## config.mk

```make
export PLATFORM = sky130hd
export DESIGN_NAME = hsbp_back
export DESIGN_NICKNAME = d
export VERILOG_FILES = /design/src/rtl/hsbp_pkg.sv /design/src/rtl/hsbp_back.sv
export SDC_FILE = /design/constraint.sdc
export NUM_CORES = 1
export LEC_CHECK = 0
export BUFFER_PORTS_ARGS = -buffer_cell sky130_fd_sc_hd__buf_4
export CAP_MARGIN = 40
export CORE_MARGIN = 3
export CORE_UTILIZATION = 55
export CTS_CLUSTER_SIZE = 8
export DETAILED_ROUTE_END_ITERATION = 16
export PLACE_DENSITY = 0.83
export REMOVE_ABC_BUFFERS = 1
export SYNTH_ARGS = -nofsm -noshare
export SYNTH_HDL_FRONTEND = slang
export SYNTH_SLANG_ARGS = --single-unit
```

## constraint.sdc

```tcl
create_clock -name clock -period 13 [get_ports clock]
set_clock_uncertainty 0.15 [all_clocks]
set_input_delay 2.6 -clock clock [delete_from_list [all_inputs] [get_ports clock]]
set_output_delay 2.6 -clock clock [all_outputs]
set_load 0.1 [all_outputs]
```

## src/rtl/hsbp_pkg.sv

```systemverilog
// Shared types and constants for the Huffman symbol bit packer.
// No dependencies; every other file of the block but hsbp_ram refers to this package.
`timescale 1ns / 1ps

package hsbp_pkg;

   localparam int SYM_W  = 8;   // symbol field width
   localparam int PAT_W  = 32;  // code or literal pattern width
   localparam int LEN_W  = 6;   // bit count width, holds 0..32
   localparam int MODE_W = 2;
   localparam int BYTE_W = 8;
   localparam int FILL_W = 3;   // bits held in the open byte, 0..7

   typedef enum logic [MODE_W-1:0] {
      MODE_LOAD    = 2'd0,
      MODE_ENCODE  = 2'd1,
      MODE_LITERAL = 2'd2,
      MODE_FLUSH   = 2'd3
   } mode_type;

   // One unit of packing work handed from the front end to the packer.
   typedef struct packed {
      logic             flush;
      logic [PAT_W-1:0] pattern;
      logic [LEN_W-1:0] len;
   } job_type;

endpackage

```

## src/rtl/hsbp_back.sv

```systemverilog
// Packer: takes jobs from the queue, packs their bits LSB first into bytes
// and drives the registered response channel. Depends on hsbp_pkg.
`timescale 1ns / 1ps

module hsbp_back (
   input  logic                          clock,
   input  logic                          reset,
   input  logic                          pop_valid,
   output logic                          pop_ready,
   input  hsbp_pkg::job_type             pop_job,
   output logic                          rsp_valid,
   input  logic                          rsp_ready,
   output logic [hsbp_pkg::BYTE_W-1:0]   rsp_out_byte,
   output logic                          rsp_last_of_run
);

   localparam int PAT_W  = hsbp_pkg::PAT_W;
   localparam int LEN_W  = hsbp_pkg::LEN_W;
   localparam int BYTE_W = hsbp_pkg::BYTE_W;
   localparam int FILL_W = hsbp_pkg::FILL_W;
   localparam int TAKE_W = FILL_W + 1;   // 0..8 bits per step

   logic [PAT_W-1:0]  pat_ff, pat_in;
   logic [LEN_W-1:0]  rem_ff, rem_in;
   logic [FILL_W-1:0] fill_ff, fill_in;
   logic [BYTE_W-2:0] partial_ff, partial_in;
   logic              out_valid_ff, out_valid_in;
   logic [BYTE_W-1:0] out_byte_ff, out_byte_in;
   logic              out_last_ff, out_last_in;

   logic              idle;
   logic              out_free;
   logic [TAKE_W-1:0] space;
   logic [TAKE_W-1:0] take;
   logic [BYTE_W:0]   take_one;
   logic [BYTE_W-1:0] take_mask;
   logic [BYTE_W-1:0] new_bits;
   logic [BYTE_W-1:0] merged;
   logic [TAKE_W-1:0] new_fill;
   logic [LEN_W-1:0]  rem_next;
   logic              full;
   logic              step;

   assign idle      = (rem_ff == '0);
   assign pop_ready = idle;
   assign out_free  = !out_valid_ff || rsp_ready;

   always_comb begin
      space     = TAKE_W'(BYTE_W) - {1'b0, fill_ff};
      take      = (rem_ff < {{(LEN_W - TAKE_W){1'b0}}, space}) ? rem_ff[TAKE_W-1:0] : space;
      take_one  = (BYTE_W + 1)'(1) << take;
      take_mask = BYTE_W'(take_one - 1'b1);
      new_bits  = pat_ff[BYTE_W-1:0] & take_mask;
      merged    = {1'b0, partial_ff} | (new_bits << fill_ff);
      new_fill  = {1'b0, fill_ff} + take;
      rem_next  = rem_ff - {{(LEN_W - TAKE_W){1'b0}}, take};
      full      = (new_fill == TAKE_W'(BYTE_W));
      step      = !idle && (!full || out_free);
   end

   always_comb begin
      pat_in       = pat_ff;
      rem_in       = rem_ff;
      fill_in      = fill_ff;
      partial_in   = partial_ff;
      out_valid_in = out_valid_ff && !rsp_ready;
      out_byte_in  = out_byte_ff;
      out_last_in  = out_last_ff;
      if (idle && pop_valid) begin
         pat_in = pop_job.pattern;
         if (pop_job.flush) begin
            // Pad the open byte with zeros; nothing to do on a byte boundary.
            rem_in = (fill_ff == '0) ? '0 : LEN_W'(TAKE_W'(BYTE_W) - {1'b0, fill_ff});
         end else begin
            rem_in = pop_job.len;
         end
      end else if (step) begin
         pat_in = pat_ff >> take;
         rem_in = rem_next;
         if (full) begin
            out_valid_in = 1'b1;
            out_byte_in  = merged;
            // Another byte follows only if a whole byte of bits remains.
            out_last_in  = (rem_next < LEN_W'(BYTE_W));
            partial_in   = '0;
            fill_in      = '0;
         end else begin
            partial_in = merged[BYTE_W-2:0];
            fill_in    = new_fill[FILL_W-1:0];
         end
      end
   end

   always_ff @(posedge clock) begin
      if (reset) begin
         rem_ff       <= '0;
         fill_ff      <= '0;
         partial_ff   <= '0;
         out_valid_ff <= 1'b0;
      end else begin
         rem_ff       <= rem_in;
         fill_ff      <= fill_in;
         partial_ff   <= partial_in;
         out_valid_ff <= out_valid_in;
      end
      pat_ff      <= pat_in;
      out_byte_ff <= out_byte_in;
      out_last_ff <= out_last_in;
   end

   assign rsp_valid       = out_valid_ff;
   assign rsp_out_byte    = out_byte_ff;
   assign rsp_last_of_run = out_last_ff;

endmodule

```

Word level (Yosys, flattened, before mapping)
Index checks and enable logic that the tools add are counted.
{ "op_classes": {"bitwise_logic": 3, "n_lt_le_gt_ge": 2, "add_sub_neg": 5, "n_eq_ne": 1, "shifts": 3, "n_reduce_logical": 14, "mux": 12} }
{ "ops": {"columns": ["operator", "n"], "rows": [
  ["$mux W32", 2],
  ["$shr A32 B4 Y32", 1],
  ["$mux W6", 4],
  ["$and A8 B8 Y8", 1],
  ["$or A7 B8 Y8", 1],
  ["$shl A1 B4 Y8 const A", 1],
  ["$shl A8 B3 Y8", 1],
  ["$sub A8 B1 Y8 const B", 1],
  ["$mux W7", 1],
  ["$logic_not A6 Y1", 1],
  ["$lt A6 B4 Y1", 1],
  ["$lt A6 B4 Y1 const B", 1],
  ["$sub A6 B4 Y6", 1],
  ["$sub A4 B3 Y5 const A", 1],
  ["$add A3 B4 Y4", 1],
  ["$eq A4 B4 Y1 const B", 1],
  ["$logic_not A1 Y1", 4],
  ["$mux W4", 1],
  ["$sub A4 B3 Y4 const A", 1],
  ["$logic_and A1 B1 Y1", 3],
  ["$logic_not A3 Y1", 1],
  ["$mux W1", 3],
  ["$mux W3", 1],
  ["$reduce_and A3 Y1", 1],
  ["other kinds (4)", 5]
]} }
{ "totals": {"regBits": 58, "wordCells": 47} }

Longest topological paths before layout
{ "logic_depth": {"word_depth": 10, "depth_mapped": 22, "mapped_depth_nobuf": 17} }

Least setup slack after synthesis
Ideal clock, no wire load.
{ "synth_timing": {"path_kind": "register to register", "startpoint": "reg fill_ff[1]", "endpoint": "reg pat_ff[10] (enable)", "n_path_buf": 5, "path_slack_ns": 7.537, "stages_incl_launch_ff": 22, "period_less_slack_ns": 5.463, "arrival_ns": 4.848, "cell_sequence": "dfxtp_1 > clkbuf_1 > inv_2 > ha_1 > clkbuf_1 > inv_1 > ha_1 > or2_2 > a311oi_2 > a2bb2oi_2 > buf_6 > buf_4 > ha_1 > inv_1 > fa_1 > xnor2_1 > nor3b_1 > inv_1 > a211oi_4 > or2_1 > buf_2 > nand2_1"} }
{ "synth_via": {"elab_chain_len": 9} }
{ "synth_rtl": {"columns": ["element", "line", "source"], "rows": [
  ["from (decl)", "hsbp_back.sv:25", "logic [FILL_W-1:0] fill_ff, fill_in;"],
  ["from (signal assigned)", "hsbp_back.sv:102", "fill_ff <= fill_in;"],
  ["$sub A4 B3 Y4", "hsbp_back.sv:49", "space = TAKE_W'(BYTE_W) - {1'b0, fill_ff};"],
  ["$lt A6 B4 Y1", "hsbp_back.sv:50", "take = (rem_ff < {{(LEN_W - TAKE_W){1'b0}}, space}) ? rem_ff[TAKE_W-1:0] : space;"],
  ["$mux W4", "hsbp_back.sv:50", null],
  ["$add A3 B4 Y4 (*)", "hsbp_back.sv:55", "new_fill = {1'b0, fill_ff} + take;"],
  ["$eq A4 B4 Y1 (*)", "hsbp_back.sv:57", "full = (new_fill == TAKE_W'(BYTE_W));"],
  ["$logic_not A1 Y1 (*)", "hsbp_back.sv:58", "step = !idle && (!full || out_free);"],
  ["$logic_or A1 B1 Y1 (*)", "hsbp_back.sv:58", null],
  ["$logic_and A1 B1 Y1 (*)", "hsbp_back.sv:58", null],
  ["$reduce_bool A2 Y1 (no source line) (*)", null, null],
  ["to (signal assigned)", "hsbp_back.sv:106", "pat_ff <= pat_in;"],
  ["to (decl)", "hsbp_back.sv:23", "logic [PAT_W-1:0] pat_ff, pat_in;"]
]} }
Every way passes the cells marked *; elsewhere a longest branch is shown, timed or not.
A chain may end at the register's enable or synchronous reset.

Final worst setup path
{ "layout_timing": {"startpoint": "reg fill_ff[0]", "endpoint": "reg pat_ff[2] (enable)"} }
The elaborated chain is that of the path after synthesis.

==> flow_metrics.env <==
export IMPL_hold_viol_final=0
export IMPL_relSlewSlack_pct=37.9
export IMPL_synth_edf_count=41
export IMPL_clkSlewWorstSetupHoldPaths_ps=60
export IMPL_ys_flop_type="edfxtp_1"
export IMPL_die_area_mm2=0.0101
export IMPL_min_period_over_period_pct=54.2
export IMPL_antenna_found_initial=0
export IMPL_hpwl_mm=10.3
export IMPL_fin_crit_ps=7040
export IMPL_crit_type="reg2reg"
export IMPL_num_antenna_cells=0
export IMPL_worstMarginPinSlew_ps=930
export IMPL_drv_slew=0
export IMPL_drv_cap=0
export IMPL_post_cts_resize_count=0
export IMPL_crit_arrival_ps=6990
export IMPL_grt_max_degree=39
export IMPL_seq_area_mm2=0.00157
export IMPL_place_congestion=0.932
export IMPL_status="complete, no violations"
export IMPL_synthCells=531
export IMPL_die_h_um=100
export IMPL_startpoint_type="flip-flop"
export IMPL_grt_pass1_vias=4307
export IMPL_drcViolationCount=0
export IMPL_crit_path_end_kind="flip-flop"
export IMPL_cp_num_buf_inv=5
export IMPL_htreeDepth=3
export IMPL_cp_required_ps=12950
export IMPL_num_rows=33
export IMPL_coreArea_mm2=0.00842
export IMPL_clock_latency_ps=350
export IMPL_io_buffers=53
export IMPL_io_pins=54
export IMPL_hp_class="reg2reg"
export IMPL_numCtsBuffers=9
export IMPL_r2r_end="pat_ff[2]"
export IMPL_die_w_um=100
export IMPL_async_flop_share_pct=0
export IMPL_routed_wl_mm=14.0
export IMPL_finalSetupTns_ps=0
export IMPL_layout_commonest_cell="mux2i_1"
export IMPL_r2r_cells=16
export IMPL_r2r_start="fill_ff[0]"
export IMPL_cts_root_buf="clkbuf_8"
export IMPL_multi_input_area_mm2=0.00304
export IMPL_cts_sinks=58
export IMPL_clock_path_buffers=2
export IMPL_rsz0062_at_grt="false"
export IMPL_synth_seq_cells=58
export IMPL_viasPerCell=6.60
export IMPL_cp_max_fo=36
export IMPL_drive_gt1_share_pct=18.1
export IMPL_post_cts_buffers=0
export IMPL_vias=4444
export IMPL_ys_seq_area_share_pct=32.2
export IMPL_slowest_stage="dfxtp_1"
export IMPL_hold_path_depth=1
export IMPL_start_util_pct=58.0
export IMPL_max_freq_ghz=0.142
export IMPL_synth_cell_area_mm2=0.00489
export IMPL_hold_start="partial_ff[2]"
export IMPL_r2r_setup_slack_ps=5960
export IMPL_syn2layout_area_growth_pct=11.4
export IMPL_syn_avg_cell_area_um2=9.20
export IMPL_drt_iter0_drc=343
export IMPL_setup_viol=0
export IMPL_num_fill_cells=699
export IMPL_wl_per_cell_um=20.8
export IMPL_crit_chain="clkinv_1 > ha_1 > inv_1 > ha_1 > a21oi_1 > o21ai_2 > mux2i_4 > inv_4 > fa_1 > xnor2_1 > nor3b_1 > inv_1 > a211oi_4 > or2_1 > nand2_1 > buf_8"
export IMPL_grt_pass1_wl_mm=22.3
export IMPL_final_cell_mix="mux2i_1 (84), buf_4 (58), nand2_1 (52)"
export IMPL_crit_family="buffers and inverters"
export IMPL_yosys_warnings=0
export IMPL_holdBufCountCts=0
export IMPL_gr_total_overflow=0
export IMPL_ant_nets=0
export IMPL_nets=618
export IMPL_critPathMaxStageDelay_ps=840
export IMPL_dr_pass1_iters=5
export IMPL_grt_usage_pct=28.2
export IMPL_cts_tree="built"
export IMPL_min_to="partial_ff[2]"
export IMPL_synth_cell_types=83
[stage by stage]
step	cells	hold slack [ps]	util (%)	setup WS [ps]	cell area [um^2]
2_1_floorplan	493	285	-	6350	4670
3_3_place_gp	655	305	62.3	5990	5250
3_5_place_dp	657	304	62.6	6050	5270
4_1_cts	673	317	64.6	6040	5440
5_1_grt	673	330	64.6	5500	5440
6_report	673	321	64.6	5960	5440
[cells in the mapped netlist, types with 5 or more instances]
cell type / instances / area share, %
nand2b_1: 10 / 1.3
ha_1: 11 / 2.8
clkbuf_1: 14 / 1.1
a21o_1: 6 / 0.92
a21oi_1: 19 / 1.9
o21ai_0: 23 / 2.4
nand4_1: 5 / 0.64
nand2_1: 52 / 4.0
buf_2: 13 / 1.3
nor4_1: 6 / 0.77
nor3_1: 9 / 0.92
a211oi_1: 6 / 0.92
o211a_1: 6 / 1.2
o211ai_1: 5 / 0.77
o21a_1: 12 / 1.8
a221oi_1: 6 / 1.1
a22o_1: 5 / 0.90
edfxtp_1: 41 / 25
nor2_1: 41 / 3.1
a31oi_1: 11 / 1.4
dfxtp_1: 17 / 7.0
inv_1: 16 / 1.2
a22oi_1: 5 / 0.77
buf_6: 6 / 1.4
mux2i_1: 84 / 17
nand3_1: 7 / 0.72
[registers in the layout, summed over array words and instances, names as in the netlist]
| signal | flops |
|---|---|
| partial_ff | 7 |
| pat_ff | 32 |
| rem_ff | 6 |
| rsp_last_of_run | 1 |
| fill_ff | 3 |
| rsp_out_byte | 8 |
| rsp_valid | 1 |
[how the worst max path moves through the flow]
stage / from / endpoint / cells past startpoint
floorplan: fill_ff[0] / pat_ff[10] / 16
global placement: fill_ff[0] / pat_ff[2] / 15
detailed placement: fill_ff[0] / pat_ff[5] / 16
CTS: fill_ff[0] / pat_ff[2] / 16
global route: fill_ff[0] / pat_ff[4] / 16
finish: fill_ff[0] / pat_ff[2] / 16
[final cells by class]
class                      instances  area share (%)
inverter                          21            1.49
sequential                        58            28.9
multi-input combinational        414            55.8
clock inverter                     6           0.804
tap                              105            2.41
clock buffer                      10            2.34
timing repair buffer              59            8.27
[per-layer routing]
metal	share of wire [%]	GRT usage (%)	vias up	routed length, um
li1	-	-	2086	-
met2	49	47.7	221	6920
met3	6.4	4.17	46	897
met5	0	0	-	0
met1	41	36.2	2091	5750
met4	3.2	11.1	0	446
[logic make-up after synthesis]
group | share of synthesized area [%]
DFF | 32.2
xor gates and xnor gates | 0.717
AOI/OAI and AO/OA | 23.9
buffers and inverters | 6.07
adders and majority gates | 3.23
muxes | 18.2
and+or+nand+nor | 15.8
[worst register-to-register path: stages (launching register included)]
cell	delay (ps)
dfxtp_1	840
clkinv_1	500
ha_1	600
inv_1	210
ha_1	350
a21oi_1	110
o21ai_2	550
mux2i_4	590
inv_4	320
fa_1	500
xnor2_1	160
nor3b_1	190
inv_1	120
a211oi_4	300
or2_1	350
nand2_1	570
buf_8	380
Power is not shown: default switching activity piles up to over one toggle a cycle in this logic, so the estimate is an artifact.
