**config.mk**
```make
export PLATFORM = sky130hd
export DESIGN_NAME = hsbp_queue
export DESIGN_NICKNAME = d
export VERILOG_FILES = /design/src/rtl/hsbp_pkg.sv /design/src/rtl/hsbp_queue.sv
export SDC_FILE = /design/constraint.sdc
export NUM_CORES = 1
export LEC_CHECK = 0
export ABC_CLOCK_PERIOD_IN_PS = 2050
export BUFFER_PORTS_ARGS = -buffer_cell sky130_fd_sc_hd__buf_2
export CAP_MARGIN = 20
export CORE_MARGIN = 5
export CORE_UTILIZATION = 46
export DETAILED_ROUTE_END_ITERATION = 7
export HOLD_SLACK_MARGIN = 0.03
export PLACE_DENSITY_LB_ADDON = 0.15
export RECOVER_POWER = 100
export SYNTH_ARGS = -nofsm -noshare
export SYNTH_HDL_FRONTEND = slang
export SYNTH_SLANG_ARGS = --single-unit
```
**constraint.sdc**
```tcl
create_clock -name clock -period 2.05 [get_ports clock]
set_input_delay 0.3075 -clock clock [delete_from_list [all_inputs] [get_ports clock]]
set_output_delay 0.3075 -clock clock [all_outputs]
set_load 0.02 [all_outputs]
```
**src/rtl/hsbp_pkg.sv**
```systemverilog
// Shared types and constants for the Huffman symbol bit packer.
// No dependencies; every other file of the block but hsbp_ram refers to this package.
`timescale 1ns / 1ps

package hsbp_pkg;

   localparam int SYM_W  = 8;   // symbol field width
   localparam int PAT_W  = 32;  // code or literal pattern width
   localparam int LEN_W  = 6;   // bit count width, holds 0..32
   localparam int MODE_W = 2;
   localparam int BYTE_W = 8;
   localparam int FILL_W = 3;   // bits held in the open byte, 0..7

   typedef enum logic [MODE_W-1:0] {
      MODE_LOAD    = 2'd0,
      MODE_ENCODE  = 2'd1,
      MODE_LITERAL = 2'd2,
      MODE_FLUSH   = 2'd3
   } mode_type;

   // One unit of packing work handed from the front end to the packer.
   typedef struct packed {
      logic             flush;
      logic [PAT_W-1:0] pattern;
      logic [LEN_W-1:0] len;
   } job_type;

endpackage

```
**src/rtl/hsbp_queue.sv**
```systemverilog
// Small FIFO of packing jobs between the front end and the packer.
// Depends on hsbp_pkg for the job type.
`timescale 1ns / 1ps

module hsbp_queue #(
   parameter int DEPTH = 2
) (
   input  logic              clock,
   input  logic              reset,
   input  logic              push_valid,
   output logic              push_ready,
   input  hsbp_pkg::job_type push_job,
   output logic              pop_valid,
   input  logic              pop_ready,
   output hsbp_pkg::job_type pop_job
);

   localparam int PTR_W = (DEPTH > 1) ? $clog2(DEPTH) : 1;
   localparam int CNT_W = $clog2(DEPTH + 1);

   hsbp_pkg::job_type slots_ff [DEPTH];
   logic [PTR_W-1:0]  wr_ptr_ff, wr_ptr_in;
   logic [PTR_W-1:0]  rd_ptr_ff, rd_ptr_in;
   logic [CNT_W-1:0]  count_ff, count_in;
   logic              do_push;
   logic              do_pop;

   assign push_ready = (count_ff != CNT_W'(DEPTH));
   assign pop_valid  = (count_ff != '0);
   assign pop_job    = slots_ff[rd_ptr_ff];
   assign do_push    = push_valid && push_ready;
   assign do_pop     = pop_valid && pop_ready;

   always_comb begin
      wr_ptr_in = wr_ptr_ff;
      rd_ptr_in = rd_ptr_ff;
      count_in  = count_ff;
      if (do_push) begin
         wr_ptr_in = (wr_ptr_ff == PTR_W'(DEPTH - 1)) ? '0 : wr_ptr_ff + 1'b1;
      end
      if (do_pop) begin
         rd_ptr_in = (rd_ptr_ff == PTR_W'(DEPTH - 1)) ? '0 : rd_ptr_ff + 1'b1;
      end
      if (do_push && !do_pop) begin
         count_in = count_ff + 1'b1;
      end else if (do_pop && !do_push) begin
         count_in = count_ff - 1'b1;
      end
   end

   always_ff @(posedge clock) begin
      if (reset) begin
         wr_ptr_ff <= '0;
         rd_ptr_ff <= '0;
         count_ff  <= '0;
      end else begin
         wr_ptr_ff <= wr_ptr_in;
         rd_ptr_ff <= rd_ptr_in;
         count_ff  <= count_in;
      end
      if (do_push) begin
         slots_ff[wr_ptr_ff] <= push_job;
      end
   end

endmodule

```
# Word-level counts from Yosys, hierarchy flattened
# Memory sizes are Yosys's and may differ from the RTL's. A register that Yosys moved wholly into a read port is not among the register bits.
# Index checks and enable logic that the tools add are counted.
word_totals:
  regBits: 4
  ramBits: 78
  output_inout_bits: 41
  elab_cells: 25
  mem_count: 1
op_classes:
  add_sub_neg: 4
  n_eq_ne: 1
  muxes: 8
  n_reduce_logical: 8
memory_table:
  columns: ["memory", "depth", "word_bits", "rd", "rd_clocked_by_memory_dff", "write_ports", "line", "source"]
  rows:
  - ["slots_ff", 2, 39, 1, 1, 1, "hsbp_queue.sv:21", "hsbp_pkg::job_type slots_ff [DEPTH];"]
op_table:
  columns: ["cell", "n"]
  rows:
  - ["$mux W1", 6]
  - ["$logic_and A1 B1 Y1", 4]
  - ["$mux W2", 2]
  - ["$reduce_bool A2 Y1", 2]
  - ["$add A1 B1 Y1 const B", 2]
  - ["$add A2 B1 Y2 const B", 1]
  - ["$logic_not A1 Y1", 2]
  - ["$ne A2 B2 Y1 const B", 1]
  - ["$sub A2 B1 Y2 const B", 1]

# Depth between registers and ports, before layout
# Gate-level depths: netlist of the first run.
depth:
  ltp_word: 6
  ltp_mapped: 6
  mapped_depth_nobuf: 6

# Worst setup path before layout of the first run
# Ideal clock, no wire load.
synth_timing:
  path_kind: "register to register"
  startpoint: "reg count_ff[0]"
  endpoint: "mem slots_ff[1][0] (netlist bit) (enable)"
  setup_ns: 0.400
  t_arrival_ns: 1.718
  slack_ns: -0.069
  path_stages_with_launch: 3
  period_less_slack_ns: 2.119
  path_cell_list: "dfxtp_1 nand2b_1 and3_1"
synth_between:
  elab_chain_len: 4
synth_lines:
  columns: ["item", "line", "source"]
  rows:
  - ["start: declaration", "hsbp_queue.sv:24", "logic [CNT_W-1:0] count_ff, count_in;"]
  - ["start signal: assignment", "hsbp_queue.sv:59", "count_ff <= count_in;"]
  - ["$ne A2 B2 Y1", "hsbp_queue.sv:28", "assign push_ready = (count_ff != CNT_W'(DEPTH));"]
  - ["net push_ready", "hsbp_queue.sv:11", "output logic push_ready,"]
  - ["$logic_and A1 B1 Y1", "hsbp_queue.sv:31", "assign do_push = push_valid && push_ready;"]
  - ["$mux W1", "hsbp_queue.sv:61", "if (do_push) begin"]
  - ["$mux W1 (not written as such)", "hsbp_queue.sv:62", "slots_ff[wr_ptr_ff] <= push_job;"]
  - ["end: declaration", "hsbp_queue.sv:21", null]
# The timed path passes the listed nets, and every way through them passes these cells.

==> metrics.md, run 1 <==
| Metric | Value |
|---|---|
| Die H | `roughly 90 um` |
| Vias in the first global route | `1725` |
| H-tree depth | `3` |
| Share of power burned in registers | `~48%` |
| Core Box Area | `roughly 0.0064 mm2` |
| Hold Crit Class | `input pin to register` |
| Largest net degree at the start of global routing | `22` |
| Yosys Warn Count | `0` |
| CP Launch Type | `register` |
| DRC errors left | `0` |
| DIE AREA | `a little over 0.008 mm2` |
| Final GP Congestion | `0.680` |
| IO Count | `84` |
| Worst Tran Pin Value | `0.575 ns` |
| Routed length per placed instance | `between 15 and 20 um` |
| R2r startpoint | `count_ff[0]` |
| Initial core utilization | `47.5%` |
| Crit path kind | `register to output pin` |
| Detailed Route WL | `just over 5000 um` |
| Drt first pass iters | `4` |
| First-pass GRT wire length | `roughly 8100 um` |
| Synth Cell Area | `~0.0030 mm2` |
| Syn_nets | `between 150 and 200` |
| Hold_buf cts | `0` |
| Switching Fraction | `30.2%` |
| Internal power | `0.00315 W` |
| Worst EP arrival | `roughly 1.5 ns` |
| Max_slew headroom | `approximately three fifths` |
| Reg2Reg Setup Slack | `roughly 0.4 ns` |
| Clock Sinks | `83` |
| Max Cap Violations | `0` |
| Worst setup slack after layout | `0.198 ns` |
| DRT iter0 DRCs | `41` |
| Status | `completed` |
| Clock Tree Root | `clkbuf_8` |
| Final instance area | `around 0.0037 mm2` |
| Synth cell types | `19` |
| Initial antenna violation count | `0` |
| IO Port Bufs | `83` |
| R2R cell count | `3` |
| Sequential fraction of the synthesis area | `80.5%` |
| Worst EP required | `between 1.5 and 2 ns` |
| Fin crit share | `about nine tenths` |
| Final setup fails | `0` |
| R2R Path End | `slots_ff[1][33]` |
| Final clock skew | `between 0.004 and 0.005 ns` |
| Final TNS setup | `0 ns` |
| Comb pwr share | `~28%` |
| Minimum clock period | `roughly 1.9 ns` |
| Synth top area share | `between 70% and 80%` |
| PwrDens | `around 1200 mW/mm2` |
| Leakage power | `roughly 1.3 nW` |
| Slew Limit Fails | `0` |
| Max FO, Critical Path | `21` |
| Clock Power Share | `between 20% and 30%` |
| Ys flop type | `edfxtp_1` |
| Post-synth EDFFs | `78` |
| Post-CTS resize count | `0` |
| Crit path capture type | `output pin` |
| Count leader, synth | `edfxtp_1` |
| Post-CTS setup repair buffer count | `0` |
| Top cells by instance count after synthesis | `edfxtp_1 (78), mux2_2 (39), dfxtp_1 (5)` |
| Hold path cells | `1` |
| Fmax | `between 500 and 600 MHz` |
| Clock-pin slew on the worst setup and hold paths | `~0.07 ns` |
| CTS tree | `built` |
| Final hold violations | `0` |
| Crit path capture | `pop_job[3]` |
| Max Root-Sink Buffers | `2` |
| Antenna Violating Nets Remaining | `0` |
| Vias per inst | `a little under 5` |
| Mapped Avg Cell Area | `around 21 um2` |
| Row cnt | `29` |
| Yosys reg bits | `83` |
| Via count | `about 1600` |
| Cell count after synthesis | `between 100 and 150` |
| Remaining Overflow, GRT | `0` |
| DP Area | `around 0.0036 mm2` |
| Fill cell count | `approximately 560` |
| Max rail drop VDD | `695 uV` |
| HPWL after detailed placement | `3450 um` |
| Pre-CTS setup slack | `~0.44 ns` |
| Worst skew pair latency | `0.34 ns` |
| Overall Global Routing Usage | `12.7%` |
| Post-synth ARST share | `0%` |
| P_sw | `0.00136 W` |
| Area leader, netlist | `edfxtp_1` |
| Area growth, synth to finish | `21.0%` |
| Leading post-synthesis cells by cell area | `edfxtp_1 (77%), mux2_2 (14%), dfxtp_1 (3.3%)` |
| Proportion of layout cells with a drive suffix above 1 | `35.4%` |
| Nets | `~290` |
| Inserted Clock Buffers | `9` |
| Unrepaired setup endpoints after global routing | `false` |
| Ant. Diodes | `0` |
| Die width | `around 90 um` |
| Hold slack | `0.153 ns` |
==> worst min path at each step <==
stage                startpoint              to
floorplan                 reset     count_ff[1]
global placement      rd_ptr_ff       rd_ptr_ff
detailed placement    rd_ptr_ff        register
CTS                 push_job[7]  slots_ff[0][7]
global route        push_job[7]  slots_ff[0][7]
finish              push_job[7]  slots_ff[1][7]
==> placed cells by master, fill, tap and decap left out, drive strengths merged <==
cell type	instances
a21bo	1
ha	1
nand2b	1
buf	25
clkinv	3
or3	1
a21oi	2
nor2	3
and3	1
xor2	3
nand3b	1
clkbuf	78
or2	1
and2	1
dfxtp	5
mux2	39
o21ai	2
edfxtp	78
==> final cells by class <==
| type | instances | area (um2) | share of cell area, % |
|---|---|---|---|
| Inverter | 1 | 3.75 | 0.102 |
| Clock inverter | 2 | 7.51 | 0.204 |
| Timing Repair Buffer | 89 | 378 | 10.3 |
| Multi-Input combinational cell | 57 | 559 | 15.2 |
| Clock buffer | 14 | 183 | 4.98 |
| Tap cell | 77 | 96.3 | 2.62 |
| Sequential cell | 83 | 2440 | 66.6 |
==> critical path: stages (launching register included) <==
cell and delay [ns]:
dfxtp_2 0.32, clkbuf_4 0.32, mux2_2 0.38, clkbuf_1 0.18
==> routing by layer <==
metal / up-vias / share of wire (%) / GRT usage [%]
met5: - / 0 / 0
met4: 0 / 1.8 / 6.23
met3: 9 / 9.1 / 5.79
met2: 54 / 50 / 21.1
met1: 760 / 40 / 13.7
li1: 756 / - / -
==> cells by family after synthesis <==
group / count (synthesis) / synth area share (%)
buf+inv: 5 / 1.07
compound gates: 5 / 0.990
fa+ha+maj: 1 / 0.412
simple gates: 9 / 1.65
xor+xnor: 3 / 0.866
flops: 83 / 80.5
mux: 39 / 14.5
==> per-stage QoR <==
| stage | std cells | utilization [%] | total power (W) |
|---|---|---|---|
| 6_report | 323 | 57.5 | 0.00452 |
| 5_1_grt | 323 | 57.5 | 0.00478 |
| 4_1_cts | 323 | 58.8 | 0.00467 |
| 3_5_place_dp | 307 | 55.8 | 0.00359 |
| 3_3_place_gp | 307 | 55.8 | 0.00358 |
| 2_1_floorplan | 145 | - | 0.00316 |
==> sequential cells by signal, summed over array words and instances (netlist names), named ones only <==
signal / flops
slots_ff: 78
count_ff: 2
wr_ptr_ff: 1
rd_ptr_ff: 1
==> power by group through the flow <==
stage	clock [W]	combinational [W]	sequential, W
finish	0.00107	0.00126	0.00218
global route	0.00119	0.00138	0.00221
CTS	0.00111	0.00138	0.00218
detailed placement	0	0.00137	0.00222
global placement	0	0.00137	0.00221
floorplan	0	0.000952	0.00221
(Power assumes the default switching activity.)
==> inputs of run 2 (changes only) <==
--- a/constraint.sdc
+++ b/constraint.sdc
@@ -3,2 +3,2 @@
 set_output_delay 0.3075 -clock clock [all_outputs]
-set_load 0.02 [all_outputs]
+set_load 0.05 [all_outputs]
==> metrics.md, run 2 (synthesized netlist as in run 1, its figures left out) <==
| Metric | Value |
|---|---|
| DRT iter0 DRCs | `68` |
| HPWL after detailed placement | `3410 um` |
| Commonest non-fill, non-tap cell in the layout | `edfxtp_1` |
| Max FO, Critical Path | `24` |
| Clock-pin slew on the worst setup and hold paths | `~0.08 ns` |
| Die width | `roughly 91 um` |
| Final setup fails | `0` |
| IO Port Bufs | `83` |
| H-tree depth | `3` |
| Post-CTS resize count | `0` |
| Crit path kind | `register to output pin` |
| Internal power | `approximately 0.0032 W` |
| Worst EP required | `roughly 1.7 ns` |
| Vias in the first global route | `1665` |
| Final GP Congestion | `approximately 0.65` |
| Flip-flop count of the largest register after layout | `78` |
| Max Root-Sink Buffers | `2` |
| DRC errors left | `0` |
| Fill cell count | `between 500 and 600` |
| Max rail drop VDD | `around 770 uV` |
| Max stage delay on crit path | `between 0.3 and 0.4 ns` |
| Clock Power Share | `between 20% and 30%` |
| Clock Tree Root | `clkbuf_8` |
| CTS tree | `built` |
| R2r startpoint | `count_ff[0]` |
| Minimum clock period | `between 1.5 and 2 ns` |
| Remaining Overflow, GRT | `0` |
| Fin crit share | `between 90% and 100%` |
| IO Count | `84` |
| Core Box Area | `0.00639 mm2` |
| Antenna Violating Nets Remaining | `0` |
| Max_slew headroom | `58.9%` |
| Nets | `~290` |
| Hold path startpoint | `push_job[36]` |
| Final instance area | `0.00371 mm2` |
| Final TNS setup | `0 ns` |
| Final clock skew | `~0.0044 ns` |
| Final hold violations | `0` |
| Initial core utilization | `a little under half` |
| Post-CTS setup repair buffer count | `0` |
| Initial antenna violation count | `0` |
| Drt first pass iters | `4` |
| CP Launch Type | `register` |
| Slew Limit Fails | `0` |
| Row cnt | `29` |
| Proportion of layout cells with a drive suffix above 1 | `a little under 50%` |
| DIE AREA | `between 0.008 and 0.009 mm2` |
| Switching Fraction | `approximately two fifths` |
| Leakage power | `around 1.3 nW` |
| PwrDens | `about 1400 mW/mm2` |
| DP Area | `between 0.003 and 0.004 mm2` |
| Ant. Diodes | `0` |
| Routed length per placed instance | `around 16 um` |
| Area growth, synth to finish | `22.3%` |
| Clock Sinks | `just over 80` |
| Fmax | `520 MHz` |
| Crit path cell chain | `buf_4 > mux2_2 > clkbuf_2` |
| Via count | `1584` |
| Top Registers | `slots_ff: 78 flops, count_ff: 2 flops` |
| Commonest cells after routing, fill and taps aside | `edfxtp_1 (78), clkbuf_2 (41), mux2_2 (39), clkbuf_1 (29), buf_2 (19)` |
| Unrepaired setup endpoints after global routing | `false` |
| Share of power burned in registers | `between 40% and 50%` |
| Detailed Route WL | `slightly above 5000 um` |
| Comb pwr share | `a little under two fifths` |
| Crit path max-delay cell type | `mux2_2` |
| Hold_buf cts | `0` |
| Largest Register | `slots_ff` |
| Worst skew pair latency | `0.33 ns` |
| P_sw | `approximately 0.002 W` |
| First-pass GRT wire length | `approximately 8000 um` |
| Hold Crit Class | `input pin to register` |
| Inserted Clock Buffers | `9` |
| Largest net degree at the start of global routing | `25` |
| Crit path capture type | `output pin` |
| Vias per inst | `~5` |
| Worst Tran Pin Value | `0.619 ns` |
| Die H | `91.2 um` |
| Worst EP arrival | `1.61 ns` |
| Overall Global Routing Usage | `approximately an eighth` |
| Status | `completed` |
| Max Cap Violations | `0` |
==> run 2: cell types whose count changed in the layout (fill, tap and decap cells not counted) <==
cell        previous run  this run
buf_2                 24        19
buf_4                  1         2
bufinv_16              0         1
clkbuf_1              59        29
clkbuf_2               5        41
clkbuf_4               1         0
clkbuf_8              13         9
clkinv_1               3         1
clkinv_2               0         1
clkinvlp_4             0         3
==> run 2: stage by stage <==
step	util (%)	power (W)	hold slack, ns	instances	setup slack, ns
6_report	58.1	0.00519	0.158	323	0.128
5_1_grt	58.1	0.00543	0.136	323	0.0535
4_1_cts	58.8	0.00527	0.135	323	0.117
3_5_place_dp	55.9	0.00418	0.490	307	0.461
3_3_place_gp	55.9	0.00418	0.481	307	0.490
2_1_floorplan	-	0.00376	0.377	145	0.0313
==> run 2: final timing paths <==
path	endpoint	slack, ns	depth (start not counted)
min	slots_ff[1][36]	0.16	1
max reg2reg	slots_ff[0][3]	0.37	4
min reg2reg	register	0.51	2
max	pop_job[6]	0.13	3
==> run 2: cell type report <==
class / count / area (um2) / share of cell area [%]
clock inverter: 5 / 53.8 / 1.45
tap: 77 / 96.3 / 2.60
inverter: 1 / 7.51 / 0.202
timing repair buffer: 89 / 417 / 11.2
clock buffer: 11 / 131 / 3.54
multi-input combinational: 57 / 559 / 15.1
sequential: 83 / 2440 / 65.9
==> run 2: routing by layer <==
layer  routed length, um  track usage (%)  vias to the layer above
met4                  89             6.60                        0
met3                 459             4.63                        8
li1                    -                -                      751
met2                2430             20.1                       60
met5                   0                0                        -
met1                2050             14.6                      765
==> run 2: worst max-delay path: cells and delay by family (launching register included) <==
family	cells	cell delay [ns]
buffers and inverters	2	0.55
flip-flops	1	0.33
multiplexers	1	0.39
==> run 2: power by group through the flow <==
stage | clock network [W] | logic [W] | registers, W
2_1_floorplan | 0 | 0.00156 | 0.00220
3_3_place_gp | 0 | 0.00197 | 0.00221
3_5_place_dp | 0 | 0.00196 | 0.00222
4_1_cts | 0.00112 | 0.00197 | 0.00218
5_1_grt | 0.00119 | 0.00203 | 0.00220
6_report | 0.00109 | 0.00192 | 0.00218
==> inputs of run 3 (changes only) <==
--- a/config.mk
+++ b/config.mk
@@ -10,4 +10,6 @@
 export CAP_MARGIN = 20
+export CELL_PAD_IN_SITES_DETAIL_PLACEMENT = 0
+export CELL_PAD_IN_SITES_GLOBAL_PLACEMENT = 1
 export CORE_MARGIN = 5
-export CORE_UTILIZATION = 46
+export CORE_UTILIZATION = 39
 export DETAILED_ROUTE_END_ITERATION = 7
==> constraint.sdc (replaced) <==
create_clock -name clock -period 2.05 [get_ports clock]
set_input_delay 0.1025 -clock clock [delete_from_list [all_inputs] [get_ports clock]]
set_output_delay 0.1025 -clock clock [all_outputs]
set_load 0.05 [all_outputs]
==> metrics.md, run 3 (synthesized netlist as in run 1, its figures left out) <==
| Metric | Value |
|---|---|
| Vias per inst | `around 4.4` |
| Max_slew headroom | `58.1%` |
| Nets | `325` |
| Final GP Congestion | `just under 0.7` |
| Largest Register | `slots_ff` |
| Final clock skew | `~0.0066 ns` |
| R2r startpoint | `count_ff[0]` |
| Commonest cells after routing, fill and taps aside | `edfxtp_1 (78), clkbuf_1 (58), dlygate4sd3_1 (40), mux2_2 (39), buf_2 (20)` |
| Final setup fails | `0` |
| Reg2Reg Setup Slack | `roughly 0.34 ns` |
| Max stage delay on crit path | `about 0.5 ns` |
| Die width | `about 98 um` |
| Post-CTS resize count | `0` |
| IO Count | `84` |
| Ant. Diodes | `0` |
| R2R cell count | `4` |
| PwrDens | `around 1300 mW/mm2` |
| Detailed Route WL | `between 5000 and 6000 um` |
| Antenna Violating Nets Remaining | `0` |
| Largest net degree at the start of global routing | `23` |
| Max Cap Violations | `0` |
| Drt first pass iters | `3` |
| Hold Path End | `wr_ptr_ff` |
| Flip-flop count of the largest register after layout | `about 80` |
| Commonest non-fill, non-tap cell in the layout | `edfxtp_1` |
| Worst EP arrival | `around 1.6 ns` |
| IO Port Bufs | `83` |
| Hold path cells | `3` |
| Proportion of layout cells with a drive suffix above 1 | `30.3%` |
| Crit path kind | `register to output pin` |
| Remaining Overflow, GRT | `0` |
| Initial core utilization | `roughly two fifths` |
| Crit path capture type | `output pin` |
| Minimum clock period | `between 1.5 and 2 ns` |
| Final hold violations | `0` |
| H-tree depth | `3` |
| Slew Limit Fails | `0` |
| Row cnt | `32` |
| Fmax | `just under 600 MHz` |
| Clock Sinks | `between 80 and 90` |
| Tot Pwr | `0.00516 W` |
| CTS tree | `built` |
| Hold slack | `between 0.08 and 0.09 ns` |
| Initial antenna violation count | `0` |
| Core Box Area | `between 0.007 and 0.008 mm2` |
| Crit path cell chain | `buf_4 > mux2_2 > clkbuf_1` |
| Worst skew pair latency | `between 0.3 and 0.4 ns` |
| Hold Crit Class | `input pin to register` |
| Die H | `roughly 100 um` |
| Clock Tree Root | `clkbuf_8` |
| Top Registers | `slots_ff: 78 flops, count_ff: 2 flops` |
| First-pass GRT wire length | `~8900 um` |
| DIE AREA | `roughly 0.0096 mm2` |
| Hold_buf cts | `40` |
| HPWL after detailed placement | `~3400 um` |
| DRT iter0 DRCs | `18` |
| R2R Path End | `slots_ff[0][20]` |
| Post-CTS setup repair buffer count | `0` |
| Hold path startpoint | `push_valid` |
| DRC errors left | `0` |
| Worst Tran Pin Value | `around 0.63 ns` |
| Status | `completed` |
| Max rail drop VDD | `approximately 570 uV` |
| CP Launch Type | `register` |
| Leakage power | `1.42 nW` |
| Area growth, synth to finish | `34.7%` |
| Unrepaired setup endpoints after global routing | `false` |
| Via count | `around 1700` |
| Max Root-Sink Buffers | `2` |
| Crit path max-delay cell type | `clkbuf_1` |
| Routed length per placed instance | `around 14 um` |
| Fin crit share | `~84%` |
| Final TNS setup | `0 ns` |
| Overall Global Routing Usage | `12.1%` |
| Clock-pin slew on the worst setup and hold paths | `roughly 0.070 ns` |
| Max FO, Critical Path | `19` |
| Inserted Clock Buffers | `9` |
| Vias in the first global route | `about 1800` |
| Worst EP required | `1.95 ns` |
## run 3: per-layer routing
layer / track usage (%) / up-vias / part of all wire [%]
met4: 5.25 / 0 / 1.1
met2: 19.7 / 60 / 50
met5: 0 / - / 0
li1: - / 836 / -
met1: 13.7 / 805 / 41
met3: 5.50 / 7 / 8.2
## run 3: area by class of cell
type	count	area, um2
flip-flops and latches	83	2440
clock buffers	9	124
multi-input cells	57	559
repair buffers	129	778
inverters	1	7.51
clock inverters	5	46.3
well taps	102	128
fillers	662	3560
## run 3: worst max path at each step
stage               slack, ns  depth (start not counted)         endpoint   startpoint
finish                   0.32                          3       pop_job[9]     register
global route             0.20                          4  slots_ff[0][21]  count_ff[0]
CTS                      0.36                          3      pop_job[36]     register
floorplan                0.03                          3   slots_ff[0][0]  count_ff[0]
detailed placement       0.44                          5      count_ff[1]  count_ff[0]
global placement         0.48                          5      count_ff[1]  count_ff[0]
## run 3: critical path: cells and delay by family (launching register included)
family                 cells  cell delay, ns
buffers and inverters      2            0.75
muxes                      1            0.21
DFF                        1            0.33
## run 3: report_power, final
part | internal [W] | leakage (nW) | switching (W)
Clock | 0.000535 | 0.0875 | 0.000510
Sequential | 0.00212 | 0.770 | 0.0000596
Combinational | 0.000522 | 0.559 | 0.00141
## run 3: through the flow
step,setup slack [ns],cells,utilization [%],instance area [um2]
after floorplan,0.0313,145,-,3040
after global placement,0.483,332,47.1,3600
after detailed placement,0.444,332,47.1,3600
after CTS,0.365,386,54.5,4170
after global routing,0.195,386,53.4,4090
final,0.321,386,53.4,4090
